==> src/hw/rtl/average_pool_2d_assert.svh <==
// Assertion macros shared by the average pooling block.
`ifndef AVERAGE_POOL_2D_ASSERT_SVH
`define AVERAGE_POOL_2D_ASSERT_SVH

// Property holds on every clock edge outside reset.
`define AP_ASSERT(label, prop, msg) \
  label: assert property (@(posedge clk_i) disable iff (!rst_ni) (prop)) else $error(msg);

// Implication in the next cycle outside reset.
`define AP_ASSERT_NEXT(label, ante, cons, msg) \
  label: assert property (@(posedge clk_i) disable iff (!rst_ni) (ante) |=> (cons)) \
    else $error(msg);

`endif

==> src/hw/rtl/ap2d_pkg.sv <==
`timescale 1ns / 1ps
`default_nettype none
package ap2d_pkg;
  localparam int MaxWidth  = 64;
  localparam int MaxHeight = 64;
  localparam int MaxKernel = 8;
  localparam int AddrBits  = $clog2(MaxWidth * MaxHeight);
  localparam int ColBits   = $clog2(MaxWidth);
  localparam int RowBits   = $clog2(MaxHeight);
  localparam int SumBits   = 24;
  localparam int CntBits   = 7;

  localparam logic [2:0] RegKernelH = 3'd0;
  localparam logic [2:0] RegKernelW = 3'd1;
  localparam logic [2:0] RegStrideR = 3'd2;
  localparam logic [2:0] RegStrideC = 3'd3;
  localparam logic [2:0] RegPadTop  = 3'd4;
  localparam logic [2:0] RegPadLeft = 3'd5;
  localparam logic [2:0] RegCntPad  = 3'd6;

  typedef enum logic [2:0] {
    StIdle, StAcc, StAccLast, StDivInit, StDiv, StOut
  } state_e;

  // Commands from the controller to the datapath.
  typedef struct packed {
    logic load;        // write the sample and update load counters
    logic win_init;    // reset tap counters and the sum
    logic tap_step;    // accumulate current tap, advance tap counters
    logic div_init;    // load the divider
    logic div_step;    // one quotient bit
    logic emit;        // present the result and advance the output position
    logic abandon;     // leave emission
  } ctrl_t;

  // Status from the datapath.
  typedef struct packed {
    logic emitting;
    logic have_out;    // next output is in range
    logic tap_last;    // current tap is the last one of the window
    logic div_done;
  } stat_t;

  // Floor of (span - k) / s + 1, clipped; span up to 78, s up to 15.
  function automatic logic [7:0] out_size(input logic [7:0] span, input logic [3:0] k,
                                          input logic [3:0] s);
    logic [7:0] d;
    logic [7:0] q;
    q = 8'd0;
    d = span - {4'd0, k};
    if (span < {4'd0, k}) return 8'd0;
    unique case (s)
      4'd1: q = d;
      4'd2: q = d >> 1;
      4'd4: q = d >> 2;
      4'd8: q = d >> 3;
      4'd3: q = 8'((16'(d) * 16'd171) >> 9);
      4'd5: q = 8'((16'(d) * 16'd205) >> 10);
      4'd6: q = 8'((16'(d) * 16'd171) >> 10);
      4'd7: q = 8'((16'(d) * 16'd293) >> 11);
      4'd9: q = 8'((16'(d) * 16'd456) >> 12);
      4'd10: q = 8'((16'(d) * 16'd410) >> 12);
      4'd11: q = 8'((16'(d) * 16'd373) >> 12);
      4'd12: q = 8'((16'(d) * 16'd342) >> 12);
      4'd13: q = 8'((16'(d) * 16'd316) >> 12);
      4'd14: q = 8'((16'(d) * 16'd293) >> 12);
      4'd15: q = 8'((16'(d) * 16'd274) >> 12);
      default: q = d;
    endcase
    return q + 8'd1;
  endfunction
endpackage
`default_nettype wire

==> src/hw/rtl/ap2d_ctrl.sv <==
`timescale 1ns / 1ps
`default_nettype none
`include "average_pool_2d_assert.svh"
module ap2d_ctrl (
  input  wire logic            clk_i,
  input  wire logic            rst_ni,
  input  wire logic            start_i,
  input  wire logic            cmd_i,
  input  wire ap2d_pkg::stat_t stat_i,
  output ap2d_pkg::ctrl_t      ctrl_o,
  output logic                 busy_o,
  output logic                 strobe_o
);
  ap2d_pkg::state_e state_q, state_d;
  logic strobe_q;

  always_ff @(posedge clk_i or negedge rst_ni) begin
    if (!rst_ni) begin
      state_q  <= ap2d_pkg::StIdle;
      strobe_q <= 1'b0;
    end else begin
      state_q  <= state_d;
      strobe_q <= ctrl_o.emit;
    end
  end

  // Next state and commands.
  always_comb begin
    state_d = state_q;
    ctrl_o  = '0;
    unique case (state_q)
      ap2d_pkg::StIdle: begin
        if (start_i) begin
          if (!cmd_i) begin
            ctrl_o.load = 1'b1;
          end else if (stat_i.have_out) begin
            ctrl_o.win_init = 1'b1;
            state_d = ap2d_pkg::StAcc;
          end else begin
            ctrl_o.abandon = 1'b1;
          end
        end
      end
      ap2d_pkg::StAcc: begin
        ctrl_o.tap_step = 1'b1;
        if (stat_i.tap_last) state_d = ap2d_pkg::StAccLast;
      end
      ap2d_pkg::StAccLast: state_d = ap2d_pkg::StDivInit;
      ap2d_pkg::StDivInit: begin
        ctrl_o.div_init = 1'b1;
        state_d = ap2d_pkg::StDiv;
      end
      ap2d_pkg::StDiv: begin
        if (stat_i.div_done) begin
          state_d = ap2d_pkg::StOut;
        end else begin
          ctrl_o.div_step = 1'b1;
        end
      end
      ap2d_pkg::StOut: begin
        ctrl_o.emit = 1'b1;
        state_d = ap2d_pkg::StIdle;
      end
      default: state_d = ap2d_pkg::StIdle;
    endcase
  end

  assign busy_o   = (state_q != ap2d_pkg::StIdle);
  assign strobe_o = strobe_q;

  `AP_ASSERT_NEXT(a_emit_strobe, ctrl_o.emit, strobe_o, "result strobe missing")
  `AP_ASSERT(a_one_cmd, $onehot0(ctrl_o), "more than one command at once")
  `AP_ASSERT_NEXT(a_out_to_idle, state_q == ap2d_pkg::StOut, !busy_o,
                  "busy after result")
endmodule
`default_nettype wire

==> config.mk <==
export PLATFORM = sky130hd
export DESIGN_NAME = ap2d_ctrl
export DESIGN_NICKNAME = d
export VERILOG_FILES = /design/src/hw/rtl/ap2d_pkg.sv /design/src/hw/rtl/ap2d_ctrl.sv
export VERILOG_INCLUDE_DIRS = /design/src /design/src/hw/rtl
export SDC_FILE = /design/constraint.sdc
export NUM_CORES = 1
export LEC_CHECK = 0
export ABC_AREA = 0
export BUFFER_PORTS_ARGS = -buffer_cell sky130_fd_sc_hd__buf_2
export CORE_AREA = 2 2 39 41
export CTS_BUF_LIST = sky130_fd_sc_hd__clkbuf_8
export DETAILED_ROUTE_END_ITERATION = 8
export DIE_AREA = 0 0 41 43
export GPL_TIMING_DRIVEN = 0
export HOLD_SLACK_MARGIN = 0.05
export SLEW_MARGIN = 0
export SYNTH_ARGS = -nofsm -noshare
export SYNTH_HDL_FRONTEND = slang
export SYNTH_SLANG_ARGS = --single-unit
==> constraint.sdc <==
create_clock -name clk_i -period 2 [get_ports clk_i]
set_input_delay 0.1 -clock clk_i [delete_from_list [all_inputs] [get_ports clk_i]]
set_output_delay 0.1 -clock clk_i [all_outputs]
set_load 0.05 [all_outputs]
; After elaboration in Yosys (flattened, before gate mapping)
; Index checks and enable logic that the tools add are counted.
[totals]
out_inout_bits = 9
in_bits = 8
ff_bits = 4
word_cells = 35
[op_classes]
eq_ne = 10
n_reduce_logical = 3
muxes = 20
[ops]
columns = operator, count
row1 = $mux W3, 5
row2 = $pmux W3 S5, 1
row3 = $mux W1, 12
row4 = $ne A2 B2 Y1 const B, 5
row5 = $eq A3 B2 Y1 const B, 2
row6 = $eq A3 B3 Y1 const B, 2
row7 = $reduce_and A5 Y1, 1
row8 = $mux W2, 2
row9 = $eq A3 B1 Y1 const B, 1
row10 = $logic_not A3 Y1, 1
row11 = $reduce_bool A3 Y1, 1

; Longest topological paths before layout
[logic_depth]
ltp_word = 4
mapped_depth = 4
ltp_nobuf = 3

; Least setup slack after synthesis
; OpenSTA, ideal clock, no wires.
[synth_timing]
path_type = register -> output
from = register state_q[1]
to = output port ctrl_o[2] in the netlist's numbering
required_ns = 1.900
path_stages_with_launch = 3
n_path_buf = 1
path_slack_ns = -0.243
t_arrival_ns = 2.143
cell_sequence = dfrtp_1 > buf_6 > nor4b_1
[synth_rtl]
columns = item, line_no
row1 = from (decl), ap2d_ctrl.sv:14  ; ap2d_pkg::state_e state_q, state_d;
row2 = from (signal assigned), ap2d_ctrl.sv:19  ; state_q <= ap2d_pkg::StIdle;
row3 = from (signal assigned), ap2d_ctrl.sv:22  ; state_q <= state_d;
row4 = to (decl), ap2d_ctrl.sv:10  ; output ap2d_pkg::ctrl_t ctrl_o,

==> results by group <==
Drt
  • Remaining DRCs: 0
  • Via count: 266
  • Drt initial violations: 6
  • Drt total wl: 529 um
  • Post-route ant nets: 0
  • Vias/cell: 4.29
  • Wire per inst: 8.53 um
  • First-pass DRT Iterations: 4

STA
  • Period utilization: 75.9%
  • Slew headroom: 83.7%
  • Peak Freq: 0.659 GHz
  • Final setup viols: 0
  • Slew at the pin closest to its max-slew limit: 245 ps
  • Final clock skew: 2.52 ps
  • Hold Vio Cnt, Final: 0
  • Sum Neg Setup Slack: 0 ps
  • Final Max Slew Viols: 0
  • Fin crit period: 1520 ps
  • RSZ-0062 raised after global routing: no

Logic synthesis
  • Synth cell types: 18
  • Yosys warning count: 0
  • Top cells by area, synth: dfrtp_1 (40%), nand3b_1 (6.0%), nor3b_1 (6.0%)
  • Post-Syn Nets: 35
  • Synth Cell Area: 251 um^2
  • Area leader, netlist: dfrtp_1
  • Mean post-synth cell area: 9.31 um^2
  • Post-Syn Instances: 27
  • Sequential share of the synthesized area: 39.8%
  • Yosys reg bits: 4
  • Post-synth top area share: 39.8%

Power and ir drop
  • Post-layout total power: 0.737 mW
  • Peak supply drop: 0.000525 V
  • Pwr Density: 1820 nW/um^2
  • Leakage: 0.206 nW

Setup path
  • Critical Path RT: 1900 ps
  • Type of the worst setup path: reg2out
  • Worst-path maximum fanout: 8
  • Kind of end point of the critical path: primary output
  • Critical Path Source Type: flop
  • Critical path arrival: 1420 ps

Floorplanning
  • Die area: 1760 um^2
  • Chip Width: 41 um
  • Die H: 43 um
  • Number of cell rows: 14
  • Initial Utilization: 18.2%
  • Core area: 1380 um^2
  • I/O pin count: 17

Clocking
  • Max Root-Sink Buffers: 2
  • CTS resizes: 0
  • Worst-path clk slew: 30 ps
  • Cts bufs inserted: 3
  • Clk sink count: 4
  • Clock Latency Late Sink: 220 ps
  • Clock root cell: clkbuf_8
  • H-tree Lvls: 1
  • Clock tree from TritonCTS: built

Global routing
  • First-pass GRT wire length: 731 um
  • Initial antenna violation count: 0
  • Pin count of the biggest net entering global routing: 11
  • Total gr overflow: 0
  • Total track usage: 6.96%
  • Vias in the first global route: 195

Min path
  • Worst min-delay path category: in2reg

Layout
  • Area of the multi-input gates: 138 um^2
  • FILL cells: 155
  • Sequential cell area: 100 um^2
  • Area Overhead vs Synth: 60.7%
  • # nets final: 56
  • ANT cells: 0
  • Fraction of layout cells with a size suffix above 1: 52.2%

Placed design
  • Dpl hpwl: 401 um
  • Gp weighted congestion: 0.689
  • Port bufs: 15

Status
  • Outcome: completed

Flow run
  • Max-cap violations: 0
final timing paths:
kind | start | endpoint | slack [ps] | cells after the start
setup / recovery | state_q[0]$_DFFE_PN0P_ | ctrl_o[5] | 480 | 3
hold / removal | stat_i[1] | state_q[1]$_DFFE_PN0P_ | 160 | 3
setup reg to reg | state_q[2]$_DFFE_PN0P_ | state_q[0]$_DFFE_PN0P_ | 980 | 4
hold reg to reg | state_q[1]$_DFFE_PN0P_ | strobe_o$_DFF_PN0_ | 570 | 2
max in group asynchronous | rst_ni | state_q[1]$_DFFE_PN0P_ | 1670 | 2
min in group asynchronous | rst_ni | state_q[0]$_DFFE_PN0P_ | 210 | 2
metrics by stage:
stage	setup WS, ps	hold WS [ps]	utilization, %	cells	area (um^2)
detailed placement	710	-91.4	25.5	58	353
CTS	475	163	29.2	62	404
global route	407	171	29.2	62	404
floorplan	16.6	-196	-	27	258
finish	482	165	29.2	62	404
global placement	710	-92.6	25.5	58	353
worst max-delay path, cell delays in order (launching register included):
cell and delay, ps:
dfrtp_1 450, or3_4 400, nor2_2 100, buf_2 260
cells in the mapped netlist:
cell / number
or3_4: 1
buf_2: 1
nor2_2: 1
nor3_1: 1
o32ai_1: 1
dfrtp_1: 4
nor2_1: 3
nor3b_2: 1
nand2_1: 2
a31oi_1: 2
nor4b_1: 1
nor3b_1: 2
inv_1: 1
buf_6: 1
nand3_1: 1
a21oi_1: 1
nand3b_1: 2
a21o_1: 1
flip-flops by register name (all words and copies together), names as in the netlist:
register and flops:
state_q 3, strobe_o 1
area by class of cell:
type | instances | area share (%)
buffer | 2 | 4.02
inverter | 1 | 0.929
sequential | 4 | 24.8
multi-input combinational | 20 | 34.1
tap | 16 | 4.95
clock buffer | 3 | 10.2
timing repair buffer | 16 | 21.1
per-layer routing:
| layer | wire [um] | vias up | track usage [%] |
|---|---|---|---|
| met4 | 24 | 0 | 8.00 |
| met2 | 200 | 19 | 8.75 |
| met3 | 80 | 4 | 4.71 |
| met5 | 0 | - | 0 |
| met1 | 223 | 107 | 6.51 |
| li1 | - | 136 | - |
report_power, final:
group          internal (mW)  leakage, nW  switching (mW)
sequential             0.111       0.0530          0.0261
clock                  0.128       0.0216          0.0387
combinational          0.138        0.131           0.294
total                  0.378        0.206           0.359
repair_timing:
action	in CTS	in global routing
hold buffers	1	0
endpoints found under the setup margin	0	0
endpoints found under the hold margin	4	0
buffers inserted	0	0
placed cells by master, fill, tap and decap left out:
master / netlist / final
nand3_1: 1 / 1
buf_6: 1 / 1
nand2_1: 2 / 2
nor3b_2: 1 / 1
inv_1: 1 / 1
nor2_2: 1 / 1
buf_2: 1 / 16
nand3b_1: 2 / 2
dlygate4sd3_1: 0 / 1
dfrtp_1: 4 / 4
nor3_1: 1 / 1
clkbuf_8: 0 / 3
o32ai_1: 1 / 1
a21o_1: 1 / 1
or3_4: 1 / 1
nor2_1: 3 / 3
a31oi_1: 2 / 2
a21oi_1: 1 / 1
nor3b_1: 2 / 2
nor4b_2: 0 / 1
kinds of logic (layout without fill, tap and decap cells):
logic type / after synthesis / after routing / synth area share, %
compound gates: 5 / 5 / 13.4
simple gates: 15 / 15 / 38.8
buf+inv: 3 / 22 / 7.96
flops: 4 / 4 / 39.8
Note: power is estimated with default switching activity, not from simulation.
